## src/rtl/core/bale_pkg.sv

```systemverilog
package bale_pkg;

    typedef enum logic [2:0] {
        ACT_INSERT  = 3'd0,
        ACT_SEARCH  = 3'd1,
        ACT_DELETE  = 3'd2,
        ACT_SORT    = 3'd3,
        ACT_DISPLAY = 3'd4
    } action_t;

    typedef enum logic [2:0] {
        ST_OK        = 3'd0,
        ST_FULL      = 3'd1,
        ST_NOT_FOUND = 3'd2,
        ST_BAD_POS   = 3'd3,
        ST_EMPTY     = 3'd4
    } status_t;

    localparam int unsigned DATA_W  = 32;
    localparam int unsigned ACT_W   = 3;
    localparam int unsigned POS_W   = 8;
    localparam int unsigned FOUND_W = 5;

    // Commands from the controller to the datapath
    typedef struct packed {
        logic    load;        // capture the incoming word
        logic    ins_write;   // append value at fill, bump fill
        logic    idx_clear;   // idx = 0
        logic    idx_pos;     // idx = position - 1
        logic    idx_inc;     // idx = idx + 1
        logic    rd_cur;      // read entry idx
        logic    rd_nxt;      // read entry idx + 1
        logic    wr_shift;    // write read data at idx, advance idx
        logic    fill_dec;    // drop one entry from the count
        logic    end_init;    // pass end = fill - 1
        logic    carry_load;  // carry = read data
        logic    sort_step;   // write min at idx, keep max, advance idx
        logic    sort_tail;   // write carry at pass end, shrink pass
        logic    emit;        // present a result word
        status_t emit_status;
        logic    emit_found;  // report idx + 1 as match position
        logic    emit_elem;   // report read data as element
        logic    emit_last;
    } cmd_t;

    // Status from the datapath to the controller
    typedef struct packed {
        logic [ACT_W-1:0] action;
        logic             full;
        logic             empty;
        logic             pos_bad;
        logic             match;
        logic             idx_lt_fill;
        logic             nxt_lt_fill;
        logic             idx_lt_end;
        logic             end_zero;
    } stat_t;

endpackage

```

## src/rtl/core/bale_ram.sv

```systemverilog
module bale_ram #(
    parameter int unsigned WIDTH = 32,
    parameter int unsigned DEPTH = 16
) (
    input  logic                     clk,
    input  logic                     we,
    input  logic [$clog2(DEPTH)-1:0] waddr,
    input  logic [WIDTH-1:0]         wdata,
    input  logic                     re,
    input  logic [$clog2(DEPTH)-1:0] raddr,
    output logic [WIDTH-1:0]         rdata
);

    logic [WIDTH-1:0] mem [DEPTH];
    logic [WIDTH-1:0] rdata_reg;

    always_ff @(posedge clk)
    begin
        if (we)
        begin
            mem[waddr] <= wdata;
        end
        if (re)
        begin
            rdata_reg <= mem[raddr];
        end
    end

    assign rdata = rdata_reg;

endmodule

```

## src/rtl/core/bale_datapath.sv

```systemverilog
module bale_datapath #(
    parameter int unsigned CAPACITY = 16
) (
    input  logic                                 clk,
    input  logic                                 rst_n,
    input  bale_pkg::cmd_t                       cmd,
    output bale_pkg::stat_t                      stat,
    input  logic [bale_pkg::ACT_W-1:0]           action,
    input  logic signed [bale_pkg::DATA_W-1:0]   value,
    input  logic [bale_pkg::POS_W-1:0]           position,
    output logic                                 result_valid,
    output logic [2:0]                           status,
    output logic [bale_pkg::FOUND_W-1:0]         found_position,
    output logic signed [bale_pkg::DATA_W-1:0]   element,
    output logic                                 last
);

    localparam int unsigned AW = $clog2(CAPACITY);
    localparam int unsigned CW = $clog2(CAPACITY + 1);
    localparam int unsigned PW = (CW > bale_pkg::POS_W) ? CW : bale_pkg::POS_W;

    logic [bale_pkg::ACT_W-1:0]         action_reg;
    logic signed [bale_pkg::DATA_W-1:0] value_reg;
    logic [bale_pkg::POS_W-1:0]         pos_reg;
    logic [CW-1:0]                      fill_reg, fill_next;
    logic [CW-1:0]                      idx_reg, idx_next;
    logic [CW-1:0]                      end_reg, end_next;
    logic signed [bale_pkg::DATA_W-1:0] carry_reg, carry_next;

    logic                               valid_reg;
    logic [2:0]                         status_reg;
    logic [bale_pkg::FOUND_W-1:0]       found_reg;
    logic signed [bale_pkg::DATA_W-1:0] element_reg;
    logic                               last_reg;

    logic [CW-1:0]                      idx_plus;
    logic signed [bale_pkg::DATA_W-1:0] rdata;
    logic                               we;
    logic [AW-1:0]                      waddr;
    logic signed [bale_pkg::DATA_W-1:0] wdata;
    logic                               re;
    logic [AW-1:0]                      raddr;
    logic                               greater;

    assign idx_plus = idx_reg + CW'(1);
    assign greater  = carry_reg > rdata;

    bale_ram #(
        .WIDTH (bale_pkg::DATA_W),
        .DEPTH (CAPACITY)
    ) u_store (
        .clk   (clk),
        .we    (we),
        .waddr (waddr),
        .wdata (wdata),
        .re    (re),
        .raddr (raddr),
        .rdata (rdata)
    );

    // Memory port steering
    always_comb
    begin
        we    = 1'b0;
        waddr = idx_reg[AW-1:0];
        wdata = rdata;
        if (cmd.ins_write)
        begin
            we    = 1'b1;
            waddr = fill_reg[AW-1:0];
            wdata = value_reg;
        end
        else if (cmd.wr_shift)
        begin
            we = 1'b1;
        end
        else if (cmd.sort_step)
        begin
            we    = 1'b1;
            wdata = greater ? rdata : carry_reg;
        end
        else if (cmd.sort_tail)
        begin
            we    = 1'b1;
            waddr = end_reg[AW-1:0];
            wdata = carry_reg;
        end
        re    = cmd.rd_cur | cmd.rd_nxt;
        raddr = cmd.rd_nxt ? idx_plus[AW-1:0] : idx_reg[AW-1:0];
    end

    always_comb
    begin
        fill_next  = fill_reg;
        idx_next   = idx_reg;
        end_next   = end_reg;
        carry_next = carry_reg;
        if (cmd.ins_write)
        begin
            fill_next = fill_reg + CW'(1);
        end
        if (cmd.fill_dec)
        begin
            fill_next = fill_reg - CW'(1);
        end
        if (cmd.idx_clear)
        begin
            idx_next = '0;
        end
        else if (cmd.idx_pos)
        begin
            idx_next = CW'(PW'(pos_reg) - PW'(1));
        end
        else if (cmd.idx_inc || cmd.wr_shift || cmd.sort_step)
        begin
            idx_next = idx_plus;
        end
        if (cmd.end_init)
        begin
            end_next = (fill_reg == '0) ? '0 : fill_reg - CW'(1);
        end
        else if (cmd.sort_tail)
        begin
            end_next = end_reg - CW'(1);
        end
        if (cmd.carry_load)
        begin
            carry_next = rdata;
        end
        else if (cmd.sort_step && !greater)
        begin
            carry_next = rdata;
        end
    end

    always_ff @(posedge clk or negedge rst_n)
    begin
        if (!rst_n)
        begin
            fill_reg  <= '0;
            valid_reg <= 1'b0;
        end
        else
        begin
            fill_reg  <= fill_next;
            valid_reg <= cmd.emit;
        end
    end

    always_ff @(posedge clk)
    begin
        if (cmd.load)
        begin
            action_reg <= action;
            value_reg  <= value;
            pos_reg    <= position;
        end
        idx_reg   <= idx_next;
        end_reg   <= end_next;
        carry_reg <= carry_next;
        if (cmd.emit)
        begin
            status_reg  <= cmd.emit_status;
            found_reg   <= cmd.emit_found ? bale_pkg::FOUND_W'(idx_plus) : '0;
            element_reg <= cmd.emit_elem ? rdata : '0;
            last_reg    <= cmd.emit_last;
        end
    end

    always_comb
    begin
        stat.action      = action_reg;
        stat.full        = (fill_reg == CW'(CAPACITY));
        stat.empty       = (fill_reg == '0);
        stat.pos_bad     = (pos_reg == '0) || (PW'(pos_reg) > PW'(fill_reg));
        stat.match       = (rdata == value_reg);
        stat.idx_lt_fill = (idx_reg < fill_reg);
        stat.nxt_lt_fill = (idx_plus < fill_reg);
        stat.idx_lt_end  = (idx_reg < end_reg);
        stat.end_zero    = (end_reg == '0);
    end

    assign result_valid   = valid_reg;
    assign status         = status_reg;
    assign found_position = found_reg;
    assign element        = element_reg;
    assign last           = last_reg;

endmodule

```

## src/rtl/core/bale_ctrl.sv

```systemverilog
module bale_ctrl (
    input  logic            clk,
    input  logic            rst_n,
    input  logic            start,
    output logic            busy,
    input  bale_pkg::stat_t stat,
    output bale_pkg::cmd_t  cmd
);

    typedef enum logic [11:0] {
        S_IDLE   = 12'b000000000001,
        S_DECODE = 12'b000000000010,
        S_SRD    = 12'b000000000100,
        S_SCMP   = 12'b000000001000,
        S_DRD    = 12'b000000010000,
        S_DWR    = 12'b000000100000,
        S_TPASS  = 12'b000001000000,
        S_TLD    = 12'b000010000000,
        S_TCARRY = 12'b000100000000,
        S_TRD    = 12'b001000000000,
        S_TSTEP  = 12'b010000000000,
        S_PRD    = 12'b100000000000
    } state_t;

    state_t state_reg, state_next;
    logic   pemit_reg, pemit_next;

    // Display alternates a read cycle and an emit cycle in S_PRD
    always_comb
    begin
        state_next = state_reg;
        pemit_next = 1'b0;
        cmd        = '0;
        unique case (state_reg)
            S_IDLE:
            begin
                if (start)
                begin
                    cmd.load   = 1'b1;
                    state_next = S_DECODE;
                end
            end
            S_DECODE:
            begin
                state_next = S_IDLE;
                unique case (bale_pkg::action_t'(stat.action))
                    bale_pkg::ACT_INSERT:
                    begin
                        cmd.emit      = 1'b1;
                        cmd.emit_last = 1'b1;
                        if (stat.full)
                        begin
                            cmd.emit_status = bale_pkg::ST_FULL;
                        end
                        else
                        begin
                            cmd.ins_write   = 1'b1;
                            cmd.emit_status = bale_pkg::ST_OK;
                        end
                    end
                    bale_pkg::ACT_SEARCH:
                    begin
                        cmd.idx_clear = 1'b1;
                        state_next    = S_SRD;
                    end
                    bale_pkg::ACT_DELETE:
                    begin
                        if (stat.pos_bad)
                        begin
                            cmd.emit        = 1'b1;
                            cmd.emit_last   = 1'b1;
                            cmd.emit_status = bale_pkg::ST_BAD_POS;
                        end
                        else
                        begin
                            cmd.idx_pos = 1'b1;
                            state_next  = S_DRD;
                        end
                    end
                    bale_pkg::ACT_SORT:
                    begin
                        cmd.end_init = 1'b1;
                        state_next   = S_TPASS;
                    end
                    bale_pkg::ACT_DISPLAY:
                    begin
                        if (stat.empty)
                        begin
                            cmd.emit        = 1'b1;
                            cmd.emit_last   = 1'b1;
                            cmd.emit_status = bale_pkg::ST_EMPTY;
                        end
                        else
                        begin
                            cmd.idx_clear = 1'b1;
                            state_next    = S_PRD;
                        end
                    end
                    default:
                    begin
                        state_next = S_IDLE;
                    end
                endcase
            end
            S_SRD:
            begin
                if (stat.idx_lt_fill)
                begin
                    cmd.rd_cur = 1'b1;
                    state_next = S_SCMP;
                end
                else
                begin
                    cmd.emit        = 1'b1;
                    cmd.emit_last   = 1'b1;
                    cmd.emit_status = bale_pkg::ST_NOT_FOUND;
                    state_next      = S_IDLE;
                end
            end
            S_SCMP:
            begin
                if (stat.match)
                begin
                    cmd.emit        = 1'b1;
                    cmd.emit_last   = 1'b1;
                    cmd.emit_found  = 1'b1;
                    cmd.emit_status = bale_pkg::ST_OK;
                    state_next      = S_IDLE;
                end
                else
                begin
                    cmd.idx_inc = 1'b1;
                    state_next  = S_SRD;
                end
            end
            S_DRD:
            begin
                if (stat.nxt_lt_fill)
                begin
                    cmd.rd_nxt = 1'b1;
                    state_next = S_DWR;
                end
                else
                begin
                    cmd.fill_dec    = 1'b1;
                    cmd.emit        = 1'b1;
                    cmd.emit_last   = 1'b1;
                    cmd.emit_status = bale_pkg::ST_OK;
                    state_next      = S_IDLE;
                end
            end
            S_DWR:
            begin
                cmd.wr_shift = 1'b1;
                state_next   = S_DRD;
            end
            S_TPASS:
            begin
                if (stat.end_zero)
                begin
                    cmd.emit        = 1'b1;
                    cmd.emit_last   = 1'b1;
                    cmd.emit_status = bale_pkg::ST_OK;
                    state_next      = S_IDLE;
                end
                else
                begin
                    cmd.idx_clear = 1'b1;
                    state_next    = S_TLD;
                end
            end
            S_TLD:
            begin
                cmd.rd_cur = 1'b1;
                state_next = S_TCARRY;
            end
            S_TCARRY:
            begin
                cmd.carry_load = 1'b1;
                state_next     = S_TRD;
            end
            S_TRD:
            begin
                if (stat.idx_lt_end)
                begin
                    cmd.rd_nxt = 1'b1;
                    state_next = S_TSTEP;
                end
                else
                begin
                    cmd.sort_tail = 1'b1;
                    state_next    = S_TPASS;
                end
            end
            S_TSTEP:
            begin
                cmd.sort_step = 1'b1;
                state_next    = S_TRD;
            end
            S_PRD:
            begin
                if (!pemit_reg)
                begin
                    cmd.rd_cur = 1'b1;
                    pemit_next = 1'b1;
                end
                else
                begin
                    cmd.emit        = 1'b1;
                    cmd.emit_elem   = 1'b1;
                    cmd.emit_status = bale_pkg::ST_OK;
                    cmd.emit_last   = !stat.nxt_lt_fill;
                    if (stat.nxt_lt_fill)
                    begin
                        cmd.idx_inc = 1'b1;
                    end
                    else
                    begin
                        state_next = S_IDLE;
                    end
                end
            end
            default:
            begin
                state_next = S_IDLE;
            end
        endcase
    end

    always_ff @(posedge clk or negedge rst_n)
    begin
        if (!rst_n)
        begin
            state_reg <= S_IDLE;
            pemit_reg <= 1'b0;
        end
        else
        begin
            state_reg <= state_next;
            pemit_reg <= pemit_next;
        end
    end

    assign busy = (state_reg != S_IDLE);

endmodule

```

## src/rtl/core/bounded_array_list_engine.sv

```systemverilog
// Bounded list engine: holds up to CAPACITY signed 32-bit words plus a fill
// count and runs one operation per accepted command word (start high while
// busy is low). Search compares the entries in order until one matches,
// delete shifts every later entry down one place, display reads out each
// element in order, and sort runs bubble passes that each carry the largest
// remaining entry to the end of a shrinking pass. The list store is a single
// RAM with one write and one registered read port, which every step walks
// one entry at a time. Results come out on result_valid for exactly one
// cycle each and cannot be held off; a display emits one word per element
// with last on the final one, every other operation exactly one word. Action
// codes five to seven are dropped without a result. Entries beyond the fill
// count are never read, so the store needs no clearing after reset.
module bounded_array_list_engine #(
    parameter int unsigned CAPACITY = 16
) (
    input  logic                               clk,
    input  logic                               rst_n,
    input  logic                               start,
    output logic                               busy,
    input  logic [bale_pkg::ACT_W-1:0]         action,
    input  logic signed [bale_pkg::DATA_W-1:0] value,
    input  logic [bale_pkg::POS_W-1:0]         position,
    output logic                               result_valid,
    output logic [2:0]                         status,
    output logic [bale_pkg::FOUND_W-1:0]       found_position,
    output logic signed [bale_pkg::DATA_W-1:0] element,
    output logic                               last
);

    bale_pkg::cmd_t  cmd;
    bale_pkg::stat_t stat;

    // Sequencer: decodes the word and steps through the list walk
    bale_ctrl u_ctrl (
        .clk   (clk),
        .rst_n (rst_n),
        .start (start),
        .busy  (busy),
        .stat  (stat),
        .cmd   (cmd)
    );

    // Store, counters, compare and the result register
    bale_datapath #(
        .CAPACITY (CAPACITY)
    ) u_datapath (
        .clk            (clk),
        .rst_n          (rst_n),
        .cmd            (cmd),
        .stat           (stat),
        .action         (action),
        .value          (value),
        .position       (position),
        .result_valid   (result_valid),
        .status         (status),
        .found_position (found_position),
        .element        (element),
        .last           (last)
    );

endmodule
```

## config.mk

```make
export PLATFORM = sky130hd
export DESIGN_NAME = bounded_array_list_engine
export DESIGN_NICKNAME = d
export VERILOG_FILES = /design/src/rtl/core/bale_pkg.sv /design/src/rtl/core/bale_ram.sv /design/src/rtl/core/bale_datapath.sv /design/src/rtl/core/bale_ctrl.sv /design/src/rtl/core/bounded_array_list_engine.sv
export SDC_FILE = /design/constraint.sdc
export NUM_CORES = 1
export LEC_CHECK = 0
export BUFFER_PORTS_ARGS = -buffer_cell sky130_fd_sc_hd__clkbuf_2
export CORE_MARGIN = 1.5
export CORE_UTILIZATION = 40
export CTS_BUF_LIST = sky130_fd_sc_hd__clkbuf_4 sky130_fd_sc_hd__clkbuf_8
export CTS_CLUSTER_SIZE = 28
export DETAILED_ROUTE_END_ITERATION = 10
export MAX_ROUTING_LAYER = met4
export SLEW_MARGIN = 20
export SYNTH_ARGS = -nofsm -noshare
export SYNTH_HDL_FRONTEND = slang
export SYNTH_HIERARCHICAL = 1
export SYNTH_SLANG_ARGS = --single-unit
```

## constraint.sdc

```tcl
create_clock -name clk -period 8.4 [get_ports clk]
set_clock_uncertainty 0.2 [all_clocks]
set_input_delay 1.68 -clock clk [delete_from_list [all_inputs] [get_ports clk]]
set_output_delay 1.68 -clock clk [all_outputs]
set_load 0.05 [all_outputs]
```

==> results.md, run 1 <==
* Fill cells at 5991
* Critical path fanouts, max at 18
* Slew of the pin with the lowest slew margin at 1142 ps
* CTS tree: done
* Register share of total power at 50.5%
* Die area at 0.07325 sq mm
* Mapped cell area at 0.02865 sq mm
* Switch Pwr at 1.996 mW
* Switching Fraction at 25.46%
* CTS root buffer: clkbuf_8
* CP endpoint kind: register
* H-tree depth at 3
* Post-Syn Area per Cell at 17.74 sq um
* Period utilisation layout at 72.77%
* # nets final at 1874
* Most common cell after layout, fill and taps aside: edfxtp_1
* Layout cells sized above 1 at 26.82%
* Cts hold-fix bufs at 0
* GRT Overall Usage at 20.17%
* Yosys cell types at 74
* Worst Setup Path Type: reg2reg
* Top reg by flops: u_datapath/u_store/mem
* Rel. slew slack at 23.85%
* Clock buffer depth at 3
* RSZ-0062 raised after global routing: false
* Post-route ant nets at 0
* Chip Height at 270.6 um
* Synth top area share at 69.69%
* First-pass GRT wire length at 105.9 mm
* Clock Pin Slew Worst Setup and Hold Paths at 60 ps
* End point of the worst hold path: u_datapath/fill_reg[4]$_DFFE_PN0P_
* Post-detail-place hpwl at 41.99 mm
* Hold path depth at 1
* CORE AREA at 0.07051 sq mm
* Diodes inserted at 0
* Asr flop ratio synth at 2.758%
* Final Wtd Congestion at 0.8553
* Worst-case reg-to-reg path depth at 11
* FMAX at 0.1636 GHz
* CP Launch Type: register
* Vias at 15660
* # setup viols final at 0
* Clock Latency Late Sink at 740 ps
* CP arrival at 6290 ps
* Internal power at 5.844 mW
* Cell taking the most area after synthesis: edfxtp_1
* HP Class: reg2reg
* Max-slew violations at 0
* Warnings from Yosys at 6
* Flops & latches, synth at 689
* Post-CTS sizing at 0
* Via/cell ratio at 5.598
* Max VDD drop at 0.1457 mV
* Final wirelength at 71.47 mm
* Avg WL per Cell at 25.55 um
* Tmin final at 6112 ps
* Largest register FFs at 512
* R2r setup slk at 2290 ps
* Rows at 97
* Gate power share at 12.1%
* Initial antenna violation count at 2
* Post-CTS setup buffers at 0
* Most frequent cells in the layout: 665 x edfxtp_1, 128 x mux4_2, 115 x clkbuf_8
* # DRC at 0
* Hold Violations, Final at 0
* Layout area overhead at 14.06%
* Largest net degree at the start of global routing at 101
* Max_cap viols at 0
* Setup_tns at 0 ps
* Ports at 89
* Grt total ovfl at 0
* Cell Pwr Density at 239.9 mW/mm^2
* CP required at 8570 ps
* DRT iter0 DRCs at 1600
* Port bufs at 88
* Outcome: finished, final reports clean
* Post-Syn Nets at 1717
* TritonCTS Buffers at 112
* Drt pass-1 iters at 5
* Worst Min Path Start: u_datapath/fill_reg[4]$_DFFE_PN0P_
* Post-synthesis instance total at 1615
* Die width at 270.6 um
* Leakage power at 10.93 nW
* Vias in the first global route at 15980
* Ys flop type: edfxtp_1
* Initial core utilization at 40.64%
* RR Startpoint: u_ctrl/state_reg[1]$_DFFE_PN0P_
* Number of synthesized flops with an enable pin at 665
* Sequential element share of the synthesized area at 71.70%
* Synth area leaders: edfxtp_1 70%, mux4_2 10%, ha_1 2.4%
* Sink Count at 689
* Clk pwr share at 37.4%
* Fin util at 46.35%
* R2R Path End: u_datapath/u_store/mem[15][21]$_DFFE_PP_
## worst max-delay path, cell delays in order (launching register included)
cell      delay, ps
dfrtp_1         450
nor4_1          730
and3b_1         340
nand2b_1        110
nor2_1          450
nor2_1          170
nor3_1          530
mux2i_1         170
o21ai_0         820
nand2_1         480
nor2_4          850
buf_4           450
## stage by stage
stage,setup slack (ps),total power [mW],cells,hold slack [ps],cell area (sq um)
3_3_place_gp,2488,4.955,2593,317.5,30260
5_1_grt,1784,8.131,2797,354.0,32680
4_1_cts,2293,7.919,2797,327.6,32600
3_5_place_dp,2383,4.983,2598,319.9,30360
2_1_floorplan,2466,4.673,1615,284.9,28650
6_report,2288,7.840,2797,316.7,32680
## layer usage
layer  part of all wire [%]  wire length [um]  track usage, %  vias up
met3                    6.7              4811           3.506      114
met2                     46             33160           30.54      574
met1                     45             32030           28.33     8220
met5                      0                 0               -        -
met4                    2.1              1473           5.190        0
li1                       -                 -               -     6751
## cells by family after synthesis
family | Yosys count | share of synthesized area (%)
muxes | 133 | 10.24
buffers and inverters | 139 | 2.301
xor gates and xnor gates | 58 | 1.773
AOI/OAI and AO/OA | 245 | 5.742
adders and majority gates | 56 | 2.445
and+or+nand+nor | 295 | 5.795
DFF | 689 | 71.70
## cells in the mapped netlist, types with 4 or more instances
library cell / count
inv_1: 59
dfrtp_1: 18
nor2b_1: 40
xor2_1: 41
buf_6: 7
a21oi_1: 56
a21o_1: 33
nand3_1: 10
clkbuf_1: 35
buf_2: 14
edfxtp_1: 665
nor3_1: 16
or2_2: 5
dfxtp_1: 5
nor4b_1: 4
mux2i_1: 4
and2_1: 41
a31oi_1: 33
o22ai_1: 4
ha_1: 56
mux4_2: 128
buf_1: 9
buf_4: 9
a211oi_1: 6
xnor2_1: 17
nor4_1: 13
o21ai_0: 25
nand4_1: 16
nor2_1: 49
nand2_1: 61
nand2b_1: 12
a22oi_1: 64
## cell type report
cell class                      count  area [sq um]  area share [%]
Inverter                           59         221.5          0.6776
Clock inverter                     46         367.9           1.126
Tap cell                          940          1176           3.599
Sequential cell                   689         20550           62.87
Multi-Input combinational cell    787          7719           23.62
Clock buffer                      153          1868           5.716
Timing Repair Buffer              123         783.3           2.397
## power groups by stage
stage                     clock network [mW]  registers (mW)  logic, mW
after floorplan                            0            4.04      0.632
after global placement                     0            4.03      0.922
after detailed placement                   0            4.03      0.950
after CTS                               3.00            3.96      0.954
after global routing                    3.13            3.97       1.03
final                                   2.93            3.96      0.948
## worst max path at each step
stage | endpoint | slack [ps] | cells past startpoint | startpoint
finish | u_datapath/u_store/mem[15][21]$_DFFE_PP_ | 2290 | 11 | u_ctrl/state_reg[1]$_DFFE_PN0P_
global route | u_datapath/u_store/mem[15][26]$_DFFE_PP_ | 1780 | 11 | u_ctrl/state_reg[1]$_DFFE_PN0P_
CTS | u_datapath/u_store/mem[15][29]$_DFFE_PP_ | 2290 | 11 | u_ctrl/state_reg[1]$_DFFE_PN0P_
detailed placement | u_datapath/u_store/mem[15][27]$_DFFE_PP_ | 2380 | 11 | u_ctrl/state_reg[1]$_DFFE_PN0P_
global placement | u_datapath/u_store/mem[15][29]$_DFFE_PP_ | 2490 | 11 | u_ctrl/state_reg[1]$_DFFE_PN0P_
floorplan | u_datapath/u_store/mem[0][0]$_DFFE_PP_ | 2470 | 11 | u_ctrl/state_reg[5]$_DFFE_PN0P_
(Power assumes the default switching activity.)
==> run 2, diff against run 1 <==
ABC_AREA = 1   (was unset)
clock period = 5.9 ns   (was 8.4 ns; I/O delays follow)
==> run 2 against run 1 <==
Compared with the run above:
- via count is 45% higher
- sequential share of layout area is 5.7 points lower
- fmax increased by 19%
- sequential power is 44% higher
- sequential cell count unchanged
- global-route usage is 1.3 points higher
- first-iteration DRC count is 34% higher
- largest power group unchanged
- clock-buffer cell count down 4
- non-clock buffer count up 20
- synthesized cell count rose by 100%
- highest routed layer unchanged
- critical path type unchanged
- clock power grew 31%
- die area is 13% higher
==> results.md, run 2 <==
* Gate power share at 20.5%
* Number of synthesized flops with an enable pin at 665
* CP Launch Type: register
* Layout cells sized above 1 at 10.63%
* Clock Latency Late Sink at 720 ps
* Max VDD drop at 0.1659 mV
* Most frequent cells in the layout: 972 x nand2_1, 665 x edfxtp_1, 555 x inv_1
* # nets final at 3431
* Top reg by flops: u_datapath/u_store/mem
* Rel. slew slack at 27.87%
* Clock buffer depth at 3
* Synth top cells by count: 974 x nand2_1, 665 x edfxtp_1, 558 x inv_1
* CTS root buffer: clkbuf_8
* CORE AREA at 0.08016 sq mm
* Max_cap viols at 0
* Setup_tns at 0 ps
* Worst hold slack at 227.0 ps
* Warnings from Yosys at 6
* CP arrival at 5510 ps
* # setup viols final at 0
* Ys flop type: edfxtp_1
* Via/cell ratio at 5.086
* Max-slew violations at 0
* Layout area overhead at 11.31%
* Met3 wire len at 5.843 mm
* CP required at 6270 ps
* Asr flop ratio synth at 2.758%
* Synth area leaders: edfxtp_1 62%, nand2_1 11%, nand3_1 6.8%
* Chip Height at 287.1 um
* Mapped cell area at 0.03229 sq mm
* Post-synthesis instance total at 3222
* Most common cell after layout, fill and taps aside: nand2_1
* Largest register FFs at 512
* Drt pass-1 iters at 6
* Cell Pwr Density at 334.1 mW/mm^2
* Hold Violations, Final at 0
* Max layer used: met4
* Vias at 22720
* Sink Count at 689
* Initial core utilization at 40.28%
* Die area at 0.08243 sq mm
* Flops & latches, synth at 689
* First-pass GRT wire length at 129.5 mm
* Tmin final at 5137 ps
* Register share of total power at 47.4%
* Die width at 287.1 um
* Leakage power at 15.36 nW
* GRT Overall Usage at 21.42%
* Non-filler instance count after layout at 4466
* Avg WL per Cell at 19.29 um
* Post-CTS sizing at 0
* Clock Pin Slew Worst Setup and Hold Paths at 60 ps
* Cell taking the most area after synthesis: edfxtp_1
* Grt total ovfl at 0
* HP Class: in2async
* Vias in the first global route at 21260
* Most common cell in the synthesized netlist: nand2_1
* Post-Syn Nets at 3324
* RSZ-0062 raised after global routing: false
* Worst Setup Path Type: reg2reg
* # DRC at 0
* Met1 Wirelength at 37.86 mm
* Switch Pwr at 3.692 mW
* Cts hold-fix bufs at 0
* FMAX at 0.1947 GHz
* Met2 wire length at 40.16 mm
* Worst setup margin at 763.3 ps
* DRT iter0 DRCs at 2148
* Tot Pwr at 12.01 mW
* Post-CTS setup buffers at 0
* Yosys cell types at 55
* Sequential element share of the synthesized area at 63.64%
* Final Wtd Congestion at 0.8718
* Port bufs at 88
* CP endpoint kind: register
* Outcome: finished, final reports clean
* Final wirelength at 86.14 mm
* Initial antenna violation count at 2
* Post-Syn Area per Cell at 10.02 sq um
* Post-route ant nets at 0
* Rows at 104
* Internal power at 8.314 mW
* Critical path fanouts, max at 30
* Pre-CTS WS at 810.5 ps
* Largest net degree at the start of global routing at 138
* Ports at 89
* Switching Fraction at 30.75%
* CTS tree: done
* Synth top area share at 61.85%
* Placed insts at 4278
* H-tree depth at 3
* Clk pwr share at 32.1%
* Slew of the pin with the lowest slew margin at 1072 ps
* Period utilisation layout at 87.06%
* TritonCTS Buffers at 109
* Post-detail-place hpwl at 49.91 mm
## run 2: final cells by class
type / count / area [sq um]
fill: 7529 / 44220
sequential: 689 / 20550
multi-input combinational: 1824 / 8942
inverter: 562 / 2118
clock buffer: 149 / 1807
tap: 1060 / 1326
timing repair buffer: 143 / 978.4
clock inverter: 37 / 214.0
antenna: 2 / 5.005
## run 2: cell families after synthesis
logic type | count (synthesis) | share of synthesized area, %
buffers and inverters | 709 | 9.266
AOI/OAI and AO/OA | 158 | 3.189
adders and majority gates | 56 | 2.170
and+or+nand+nor | 1581 | 20.95
xor gates and xnor gates | 29 | 0.7867
DFF | 689 | 63.64
## run 2: metal layers
layer	global-route usage, %	vias up
met5	-	-
met4	7.184	0
met3	2.540	154
met2	33.51	899
met1	29.02	10830
li1	-	10830
## run 2: critical path, stage by stage, from the launching register on
cell	delay (ps)
dfxtp_1	560
ha_1	250
nand3_1	100
xor2_1	190
inv_1	80
ha_1	310
nand2_1	80
nor2_1	40
a2111oi_0	800
inv_1	240
o22ai_1	230
buf_4	210
inv_1	110
nand2_1	110
nand2_4	230
inv_4	430
buf_4	400
nand3_1	120
nand3_1	90
nand3_1	90
nand2_1	90
## run 2: path summary, 6_finish.rpt
| kind | slack [ps] | end | depth (start not counted) | start |
|---|---|---|---|---|
| setup reg to reg | 760 | u_datapath/u_store/rdata[29]$_DFFE_PP_ | 20 | u_datapath/idx_reg[0]$_SDFFE_PP0P_ |
| hold / removal | 230 | u_datapath/fill_reg[3]$_DFFE_PN0P_ | 1 | rst_n |
| setup / recovery | 760 | u_datapath/u_store/rdata[29]$_DFFE_PP_ | 20 | u_datapath/idx_reg[0]$_SDFFE_PP0P_ |
| max in group asynchronous | 4910 | u_ctrl/state_reg[0]$_DFFE_PN1P_ | 1 | rst_n |
| hold reg to reg | 260 | u_ctrl/pemit_reg$_DFF_PN0_ | 1 | u_ctrl/pemit_reg$_DFF_PN0_ |
| min in group clk | 260 | u_ctrl/pemit_reg$_DFF_PN0_ | 1 | u_ctrl/pemit_reg$_DFF_PN0_ |
## run 2: power by group through the flow
stage / Combinational [mW] / Sequential [mW] / Clock, mW
6_report: 2.46 / 5.69 / 3.85
5_1_grt: 2.76 / 5.70 / 4.14
4_1_cts: 2.47 / 5.69 / 3.95
3_5_place_dp: 2.46 / 5.79 / 0
3_3_place_gp: 2.43 / 5.79 / 0
2_1_floorplan: 1.84 / 5.77 / 0
## run 2: metrics by stage
| step | util [%] | instance area (sq um) |
|---|---|---|
| after global placement | 42.30 | 33910 |
| final | 44.83 | 35940 |
| after CTS | 44.82 | 35930 |
| after floorplan | - | 32290 |
| after global routing | 44.83 | 35930 |
| after detailed placement | 42.30 | 33910 |
